**config.mk**
```make
export PLATFORM = sky130hd
export DESIGN_NAME = midi_file_track_parser
export DESIGN_NICKNAME = d
export VERILOG_FILES = /design/src/hdl/smf_pkg.sv /design/src/hdl/smf_in_stage.sv /design/src/hdl/smf_parse_core.sv /design/src/hdl/midi_file_track_parser.sv
export SDC_FILE = /design/constraint.sdc
export NUM_CORES = 1
export LEC_CHECK = 0
export ABC_AREA = 1
export BUFFER_PORTS_ARGS = -buffer_cell sky130_fd_sc_hd__buf_2
export CELL_PAD_IN_SITES_DETAIL_PLACEMENT = 0
export CELL_PAD_IN_SITES_GLOBAL_PLACEMENT = 1
export CORE_MARGIN = 3
export CORE_UTILIZATION = 35
export DETAILED_ROUTE_END_ITERATION = 8
export GPL_ROUTABILITY_DRIVEN = 0
export MAX_ROUTING_LAYER = met4
export PLACE_DENSITY_LB_ADDON = 0.1
export SLEW_MARGIN = 30
export SYNTH_ARGS = -nofsm -noshare
export SYNTH_HDL_FRONTEND = slang
export SYNTH_SLANG_ARGS = --single-unit
```
**constraint.sdc**
```tcl
create_clock -name clk -period 17.2 [get_ports clk]
set_input_delay 1.72 -clock clk [delete_from_list [all_inputs] [get_ports clk]]
set_output_delay 1.72 -clock clk [all_outputs]
set_load 0.02 [all_outputs]
```
**src/hdl/smf_pkg.sv**
```systemverilog
// Shared constants and types for the MIDI file track parser.
`timescale 1ns / 1ps

package smf_pkg;

  localparam logic [31:0] TAG_HEAD  = 32'h4D54_6864;
  localparam logic [31:0] TAG_TRACK = 32'h4D54_726B;

  localparam logic [2:0] KIND_HEADER  = 3'd0;
  localparam logic [2:0] KIND_CHANNEL = 3'd1;
  localparam logic [2:0] KIND_META    = 3'd2;
  localparam logic [2:0] KIND_PAYLOAD = 3'd3;
  localparam logic [2:0] KIND_ERROR   = 3'd4;
  localparam logic [2:0] KIND_UNSUPP  = 3'd5;

  localparam logic [7:0] ERR_BAD_TAG     = 8'd1;
  localparam logic [7:0] ERR_HDR_LEN     = 8'd2;
  localparam logic [7:0] ERR_FORMAT2     = 8'd3;
  localparam logic [7:0] ERR_TRACK_ZERO  = 8'd4;
  localparam logic [7:0] ERR_NO_RUNNING  = 8'd5;
  localparam logic [7:0] ERR_PAST_BUDGET = 8'd6;
  localparam logic [7:0] ERR_META_LEN    = 8'd7;

  localparam logic [7:0] STATUS_META = 8'hFF;

  typedef struct packed {
    logic [7:0] data;
    logic       file_start;
  } smf_item_t;

  typedef struct packed {
    logic        valid;
    logic [2:0]  kind;
    logic [15:0] track_index;
    logic [31:0] delta_time;
    logic [7:0]  status;
    logic [7:0]  data1;
    logic [7:0]  data2;
    logic [31:0] length;
    logic        last;
    logic [15:0] file_format;
    logic [15:0] track_count;
    logic [15:0] division;
  } smf_result_t;

endpackage

```
**src/hdl/smf_in_stage.sv**
```systemverilog
// Input register that holds one byte beat ahead of the parser.
`timescale 1ns / 1ps

module smf_in_stage
  import smf_pkg::*;
(
  input  logic       clk,
  input  logic       rst,
  input  logic       byte_valid,
  output logic       byte_stall,
  input  logic [7:0] byte_in,
  input  logic       file_start,
  input  logic       take,
  output logic       full,
  output smf_item_t  item
);

  assign byte_stall = full && !take;

  always_ff @(posedge clk) begin
    if (rst) begin
      full <= 1'b0;
    end else if (byte_valid && !byte_stall) begin
      full <= 1'b1;
    end else if (take) begin
      full <= 1'b0;
    end
  end

  always_ff @(posedge clk) begin
    if (byte_valid && !byte_stall) begin
      item.data       <= byte_in;
      item.file_start <= file_start;
    end
  end

endmodule

```
**src/hdl/smf_parse_core.sv**
```systemverilog
// Parser state and the per-byte next-state and result logic.
`timescale 1ns / 1ps

module smf_parse_core
  import smf_pkg::*;
(
  input  logic        clk,
  input  logic        rst,
  input  logic        adv,
  input  smf_item_t   item,
  output smf_result_t res
);

  typedef enum logic [3:0] {
    PH_HDR, PH_SEEK, PH_LEN, PH_DELTA, PH_STATUS, PH_DATA1, PH_DATA2,
    PH_MTYPE, PH_MLEN, PH_MDATA, PH_DONE, PH_ERR
  } phase_t;

  phase_t      phase, phase_next, cur_phase;
  logic [3:0]  fc, fc_next, cur_fc, fc_inc;
  logic [31:0] ws, ws_next, cur_ws, hdr_shift, seek_shift;
  logic [15:0] te, te_next, cur_te;
  logic [15:0] td, td_next, cur_td, td_plus;
  logic [31:0] tbl, tbl_next, cur_tbl, tbl_dec;
  logic [7:0]  rc, rc_next, cur_rc;
  logic        hr, hr_next, cur_hr;
  logic [31:0] delta, delta_next, cur_delta;
  logic [7:0]  fd, fd_next, cur_fd;
  logic [31:0] ml, ml_next, cur_ml, ml_new, ml_dec;
  logic [7:0]  b;
  logic        two_data, fail_en, ev_en, tail_en;
  logic [7:0]  fail_code;

  assign b = item.data;

  assign cur_phase = item.file_start ? PH_HDR : phase;
  assign cur_fc    = item.file_start ? 4'd0   : fc;
  assign cur_ws    = item.file_start ? 32'd0  : ws;
  assign cur_te    = item.file_start ? 16'd0  : te;
  assign cur_td    = item.file_start ? 16'd0  : td;
  assign cur_tbl   = item.file_start ? 32'd0  : tbl;
  assign cur_rc    = item.file_start ? 8'd0   : rc;
  assign cur_hr    = item.file_start ? 1'b0   : hr;
  assign cur_delta = item.file_start ? 32'd0  : delta;
  assign cur_fd    = item.file_start ? 8'd0   : fd;
  assign cur_ml    = item.file_start ? 32'd0  : ml;

  assign fc_inc     = cur_fc + 4'd1;
  assign hdr_shift  = (cur_fc <= 4'd11) ? {cur_ws[23:0], b}
                                        : {cur_ws[31:16], cur_ws[7:0], b};
  assign seek_shift = {cur_ws[23:0], b};
  assign tbl_dec    = cur_tbl - 32'd1;
  assign td_plus    = cur_td + 16'd1;
  assign ml_new     = {cur_ml[24:0], b[6:0]};
  assign ml_dec     = cur_ml - 32'd1;
  assign two_data   = !((cur_rc[7:4] == 4'hC) || (cur_rc[7:4] == 4'hD));

  always_comb begin
    phase_next = cur_phase;
    fc_next    = cur_fc;
    ws_next    = cur_ws;
    te_next    = cur_te;
    td_next    = cur_td;
    tbl_next   = cur_tbl;
    rc_next    = cur_rc;
    hr_next    = cur_hr;
    delta_next = cur_delta;
    fd_next    = cur_fd;
    ml_next    = cur_ml;
    res        = '0;
    res.track_index = cur_td;
    fail_en    = 1'b0;
    fail_code  = 8'd0;
    ev_en      = 1'b0;
    tail_en    = 1'b0;

    unique case (cur_phase)
      PH_HDR: begin
        ws_next = hdr_shift;
        fc_next = fc_inc;
        if (cur_fc == 4'd3 && hdr_shift != TAG_HEAD) begin
          fail_en   = 1'b1;
          fail_code = ERR_BAD_TAG;
        end else if (cur_fc == 4'd7 && hdr_shift != 32'd6) begin
          fail_en   = 1'b1;
          fail_code = ERR_HDR_LEN;
        end else if (cur_fc == 4'd9 && hdr_shift[15:0] == 16'd2) begin
          fail_en   = 1'b1;
          fail_code = ERR_FORMAT2;
        end else if (cur_fc == 4'd11) begin
          te_next = hdr_shift[15:0];
          ws_next = {hdr_shift[31:16], 16'd0};
        end else if (cur_fc == 4'd13) begin
          res.valid       = 1'b1;
          res.kind        = KIND_HEADER;
          res.track_index = 16'd0;
          res.file_format = hdr_shift[31:16];
          res.track_count = cur_te;
          res.division    = hdr_shift[15:0];
          if (cur_te == 16'd0) begin
            phase_next = PH_DONE;
          end else begin
            phase_next = PH_SEEK;
            fc_next    = 4'd0;
            ws_next    = 32'd0;
          end
        end
      end
      PH_SEEK: begin
        ws_next = seek_shift;
        fc_next = fc_inc;
        if (fc_inc >= 4'd4) begin
          fc_next = 4'd0;
          if (seek_shift == TAG_TRACK) begin
            phase_next = PH_LEN;
            ws_next    = 32'd0;
          end
        end
      end
      PH_LEN: begin
        ws_next = seek_shift;
        fc_next = fc_inc;
        if (fc_inc >= 4'd4) begin
          fc_next = 4'd0;
          if (seek_shift == 32'd0) begin
            fail_en   = 1'b1;
            fail_code = ERR_TRACK_ZERO;
          end else begin
            tbl_next   = seek_shift;
            hr_next    = 1'b0;
            rc_next    = 8'd0;
            delta_next = 32'd0;
            phase_next = PH_DELTA;
          end
        end
      end
      PH_DELTA, PH_STATUS, PH_DATA1, PH_DATA2, PH_MTYPE, PH_MLEN, PH_MDATA: begin
        if (cur_tbl == 32'd0) begin
          fail_en   = 1'b1;
          fail_code = ERR_PAST_BUDGET;
        end else begin
          tbl_next = tbl_dec;
          unique case (cur_phase)
            PH_DELTA: begin
              delta_next = {cur_delta[24:0], b[6:0]};
              if (!b[7]) begin
                phase_next = PH_STATUS;
              end
              tail_en = 1'b1;
            end
            PH_STATUS: begin
              if (b[7]) begin
                if (b == STATUS_META) begin
                  phase_next = PH_MTYPE;
                  tail_en    = 1'b1;
                end else if (b >= 8'hF0) begin
                  hr_next        = 1'b0;
                  res.valid      = 1'b1;
                  res.kind       = KIND_UNSUPP;
                  res.delta_time = cur_delta;
                  res.status     = b;
                  ev_en          = 1'b1;
                end else begin
                  rc_next    = b;
                  hr_next    = 1'b1;
                  phase_next = PH_DATA1;
                  tail_en    = 1'b1;
                end
              end else if (!cur_hr) begin
                fail_en   = 1'b1;
                fail_code = ERR_NO_RUNNING;
              end else if (!two_data) begin
                res.valid      = 1'b1;
                res.kind       = KIND_CHANNEL;
                res.delta_time = cur_delta;
                res.status     = cur_rc;
                res.data1      = b;
                ev_en          = 1'b1;
              end else begin
                fd_next    = b;
                phase_next = PH_DATA2;
                tail_en    = 1'b1;
              end
            end
            PH_DATA1: begin
              if (!two_data) begin
                res.valid      = 1'b1;
                res.kind       = KIND_CHANNEL;
                res.delta_time = cur_delta;
                res.status     = cur_rc;
                res.data1      = b;
                ev_en          = 1'b1;
              end else begin
                fd_next    = b;
                phase_next = PH_DATA2;
                tail_en    = 1'b1;
              end
            end
            PH_DATA2: begin
              res.valid      = 1'b1;
              res.kind       = KIND_CHANNEL;
              res.delta_time = cur_delta;
              res.status     = cur_rc;
              res.data1      = cur_fd;
              res.data2      = b;
              ev_en          = 1'b1;
            end
            PH_MTYPE: begin
              fd_next    = b;
              ml_next    = 32'd0;
              phase_next = PH_MLEN;
              tail_en    = 1'b1;
            end
            PH_MLEN: begin
              ml_next = ml_new;
              if (b[7]) begin
                tail_en = 1'b1;
              end else if (ml_new > tbl_dec) begin
                fail_en   = 1'b1;
                fail_code = ERR_META_LEN;
              end else begin
                res.valid      = 1'b1;
                res.kind       = KIND_META;
                res.delta_time = cur_delta;
                res.status     = STATUS_META;
                res.data1      = cur_fd;
                res.length     = ml_new;
                res.last       = (ml_new == 32'd0);
                if (ml_new == 32'd0) begin
                  ev_en = 1'b1;
                end else begin
                  phase_next = PH_MDATA;
                end
              end
            end
            PH_MDATA: begin
              ml_next        = ml_dec;
              res.valid      = 1'b1;
              res.kind       = KIND_PAYLOAD;
              res.delta_time = cur_delta;
              res.status     = STATUS_META;
              res.data1      = b;
              res.last       = (ml_dec == 32'd0);
              ev_en          = (ml_dec == 32'd0);
            end
            default: begin
            end
          endcase
        end
      end
      default: begin
      end
    endcase

    if (tail_en && tbl_dec == 32'd0) begin
      fail_en   = 1'b1;
      fail_code = ERR_PAST_BUDGET;
    end

    if (ev_en) begin
      if (tbl_dec == 32'd0) begin
        td_next = td_plus;
        if (td_plus == cur_te) begin
          phase_next = PH_DONE;
        end else begin
          phase_next = PH_SEEK;
          fc_next    = 4'd0;
          ws_next    = 32'd0;
        end
      end else begin
        phase_next = PH_DELTA;
        delta_next = 32'd0;
      end
    end

    if (fail_en) begin
      res             = '0;
      res.valid       = 1'b1;
      res.kind        = KIND_ERROR;
      res.track_index = cur_td;
      res.data1       = fail_code;
      phase_next      = PH_ERR;
    end
  end

  always_ff @(posedge clk) begin
    if (rst) begin
      phase <= PH_HDR;
      fc    <= 4'd0;
      ws    <= 32'd0;
      te    <= 16'd0;
      td    <= 16'd0;
      tbl   <= 32'd0;
      rc    <= 8'd0;
      hr    <= 1'b0;
      delta <= 32'd0;
      fd    <= 8'd0;
      ml    <= 32'd0;
    end else if (adv) begin
      phase <= phase_next;
      fc    <= fc_next;
      ws    <= ws_next;
      te    <= te_next;
      td    <= td_next;
      tbl   <= tbl_next;
      rc    <= rc_next;
      hr    <= hr_next;
      delta <= delta_next;
      fd    <= fd_next;
      ml    <= ml_next;
    end
  end

endmodule

```
**src/hdl/midi_file_track_parser.sv**
```systemverilog
// Top level of the MIDI file track parser with its result register.
//
// The block takes a Standard MIDI File one byte beat at a time on the byte
// channel (byte_valid, byte_stall, byte_in, file_start) and gives at most one
// result beat per byte on the event channel (event_valid, event_stall and the
// result fields). A byte with file_start high restarts the parser and is taken
// as the first header byte. The header, channel events, meta headers, meta
// payload bytes, errors and unsupported codes each come out as one beat.
// A byte passes through an input register and then a result register on its
// way to the event channel.
// One byte is taken in every cycle while the event channel keeps up; the rate
// is set by the single parser state update per byte.
// Bytes that cause no result leave no beat on the event channel.
// While event_stall holds a result, the input register fills and byte_stall
// rises; nothing is lost or repeated.
// Reset clears the parser state and the valid flags of both channel registers
// and puts the parser in wait for a file header.
`timescale 1ns / 1ps

module midi_file_track_parser
  import smf_pkg::*;
(
  input  logic        clk,
  input  logic        rst,
  input  logic        byte_valid,
  output logic        byte_stall,
  input  logic [7:0]  byte_in,
  input  logic        file_start,
  output logic        event_valid,
  input  logic        event_stall,
  output logic [2:0]  kind,
  output logic [15:0] track_index,
  output logic [31:0] delta_time,
  output logic [7:0]  status,
  output logic [7:0]  data1,
  output logic [7:0]  data2,
  output logic [31:0] length,
  output logic        last,
  output logic [15:0] file_format,
  output logic [15:0] track_count,
  output logic [15:0] division
);

  smf_item_t   item;
  smf_result_t res;
  logic        full;
  logic        adv;

  assign adv = full && (!event_valid || !event_stall);

  smf_in_stage u_in_stage (
    .clk        (clk),
    .rst        (rst),
    .byte_valid (byte_valid),
    .byte_stall (byte_stall),
    .byte_in    (byte_in),
    .file_start (file_start),
    .take       (adv),
    .full       (full),
    .item       (item)
  );

  smf_parse_core u_parse_core (
    .clk  (clk),
    .rst  (rst),
    .adv  (adv),
    .item (item),
    .res  (res)
  );

  always_ff @(posedge clk) begin
    if (rst) begin
      event_valid <= 1'b0;
    end else if (adv) begin
      event_valid <= res.valid;
    end else if (!event_stall) begin
      event_valid <= 1'b0;
    end
  end

  always_ff @(posedge clk) begin
    if (adv) begin
      kind        <= res.kind;
      track_index <= res.track_index;
      delta_time  <= res.delta_time;
      status      <= res.status;
      data1       <= res.data1;
      data2       <= res.data2;
      length      <= res.length;
      last        <= res.last;
      file_format <= res.file_format;
      track_count <= res.track_count;
      division    <= res.division;
    end
  end

endmodule
```
==> run metrics <==
outcome finished clean; Yosys warnings 0; CP Launch Point u_in_stage.item[0]; Tot GR Track Use 25.5%; DR vias 22,300; Fin. Hold Viols 0; pre-CTS setup slack 10.89 ns; post-synthesis async set-or-reset flop share 0%; most used flip-flop cell after synthesis dfxtp_1; Post-CTS Hold Fix Bufs 0; Slew HR 34.4%; vias in the first global route 20,800; post-route setup TNS 0 ns; Fillers 6,653; mapped cell area 22,100 um2; drc violations 0; core area 62,100 um2; Req. time, crit path 17.73 ns; max-cap violation count 0; clk_skew 0.0287 ns; Post-CTS Setup Repair Bufs 0; Crit path max-delay family simple AND/OR/NAND/NOR gates; Die Wd 257 um; H-tree levels 2; Yosys cell types 57; Starting DRT DRC Count 1,965; initial antenna violation count 1; CTS buffer count 43; PortBufs 170; final setup violation count 0; Critical Path Source Type flop; Power Total 0.00217 W; Die Y 257 um; #FFs+latches synth 352; minimum clock period 6.06 ns; post-cts repair resize count 0; fin crit share 35.3%; clk sinks 352; Syn Inst Count 3,211; WP data arrival 6.59 ns; Net count, final 3,342; pin count of the biggest net entering global routing 170; reg2reg start u_in_stage.item[0]; Worst-Margin Slew 0.983 ns; Initial Util 35.6%; clock-pin slew on the worst setup and hold paths 0.06 ns; leakage 11.2 nW; Site Rows 91; CP max FO 55; First-pass DRT Iterations 5; fin. max-slew vios 0; startpoint of the worst hold path u_parse_core.te[1]; io pins 171; Slowest cell on crit path nor4_1; antenna cells 0; cell mode on critical path nand2_1; via density per instance 5.36; synth top area cells edfxtp_1, dfxtp_1, nand2_1; final wirelength 84.7 mm; clk_lat worst skew 0.59 ns; Worst Slack Setup Final 11.14 ns; maximum clock path buffer count 3; HPWL after DPL 59.4 mm; register area share after synthesis 39.4%; die area 66,100 um2; Yosys top cell area share 22.5%; WL/cell 20.4 um; worst hold-check path type flop to flop; unrepaired setup endpoints after global routing no; Root Driver clkbuf_16; Buf/Inv on CP 6; Synth area leader edfxtp_1; number of synthesized flops with an enable pin 165; kind of critical path flop to flop; Synth Area per Inst 6.87 um2; first-pass GRT wire length 128 mm; syn nets 3,262; Final ANT Viol Nets 0; Max Fclk 165 MHz; share of layout cells above drive strength 1 10.6%; total gr overflow 0; CP endpoint kind flop; area delta synth->final 12.5%; CTS tree built; pwr dens 87.6 nW/um2; CP peak stage delay 0.52 ns; peak supply drop 0.0745 mV
-- cells in the final DEF, fill, tap and decap left out, types with 18 or more instances in the layout --
cell,n
nand2_1,895
nor2_1,436
inv_1,345
a21oi_1,268
dfxtp_1,187
buf_2,169
edfxtp_1,165
nand3_1,162
o21ai_0,146
nand4_1,50
clkbuf_16,44
ha_1,38
o211ai_1,37
a22oi_1,36
o221ai_1,35
nor3_1,29
nand2_2,24
buf_4,23
nor2_2,22
xor2_1,18
-- path summary, 6_finish.rpt --
kind                                             to  slack [ns]  cells past startpoint
worst max-delay path            u_parse_core.ws[20]       11.14                     27
worst min-delay path             u_parse_core.te[1]        0.46                      2
worst max register to register  u_parse_core.ws[20]       11.14                     27
worst min register to register   u_parse_core.te[1]        0.46                      2
-- kinds of logic after synthesis --
family | Yosys count | share of synthesized area (%)
AO/OA/AOI/OAI | 604 | 16.0
buffers and inverters | 528 | 9.83
flip-flops | 352 | 39.4
XOR/XNOR | 21 | 0.896
adder cells (fa/ha/maj) | 38 | 2.15
AND/OR/NAND/NOR | 1668 | 31.7
-- per-layer routing --
metal | vias to the layer above | track usage, % | part of all wire, %
met4 | 0 | 7.37 | 3.0
met2 | 798 | 38.0 | 43
li1 | 10800 | - | -
met1 | 10600 | 35.8 | 47
met3 | 129 | 3.81 | 6.9
met5 | - | - | 0
-- metrics by stage --
stage / hold slack, ns / std cells / area [um2] / utilization, %
floorplan: 0.437 / 3211 / 22100 / -
global placement: 0.450 / 4082 / 23400 / 37.7
detailed placement: 0.451 / 4082 / 23400 / 37.7
CTS: 0.464 / 4162 / 24800 / 40.0
global route: 0.475 / 4163 / 24800 / 40.0
finish: 0.463 / 4163 / 24800 / 40.0
-- synth_stat cells, types with 9 or more instances --
cell,number
nor4_1,9
clkbuf_1,108
o221ai_1,35
o211ai_1,37
xor2_1,18
buf_6,18
dfxtp_1,187
o21ai_1,11
nand3_1,162
nand2_2,24
nor3_1,29
a31oi_1,12
nand2_1,895
nand3b_1,11
o22ai_1,15
nor2_1,439
buf_2,17
o21ai_0,146
nor2_2,20
inv_1,349
a22oi_1,36
edfxtp_1,165
a221oi_1,15
ha_1,38
inv_2,12
a21oi_1,269
nand4_1,50
-- where the power goes --
part / total (W) / internal (W) / switching, W
sequential: 0.000917 / 0.000902 / 0.0000153
combinational: 0.000338 / 0.0000838 / 0.000254
clock: 0.000919 / 0.000531 / 0.000388
-- registers in the layout, summed over array words and instances (netlist names), 32 cells and up --
register,count
u_parse_core.ml,32
u_parse_core.ws,32
length,32
u_parse_core.delta,32
u_parse_core.tbl,32
delta_time,32
-- area by class of cell --
| class | instances | area (um2) | area share (%) |
|---|---|---|---|
| clock inverters | 28 | 260 | 1.05 |
| flip-flops and latches | 352 | 8700 | 35.1 |
| well taps | 837 | 1050 | 4.22 |
| clock buffers | 52 | 1130 | 4.56 |
| repair buffers | 194 | 1060 | 4.27 |
| multi-input cells | 2331 | 11200 | 45.2 |
| inverters | 369 | 1400 | 5.63 |
-- worst reg2reg max path, delay by kind of cell, from the launching register on --
family / cells / cell delay, ns
buf+inv: 6 / 1.86
fa+ha+maj: 1 / 0.29
simple gates: 20 / 3.38
flops: 1 / 0.47
Note: power is estimated with default switching activity, not from simulation.
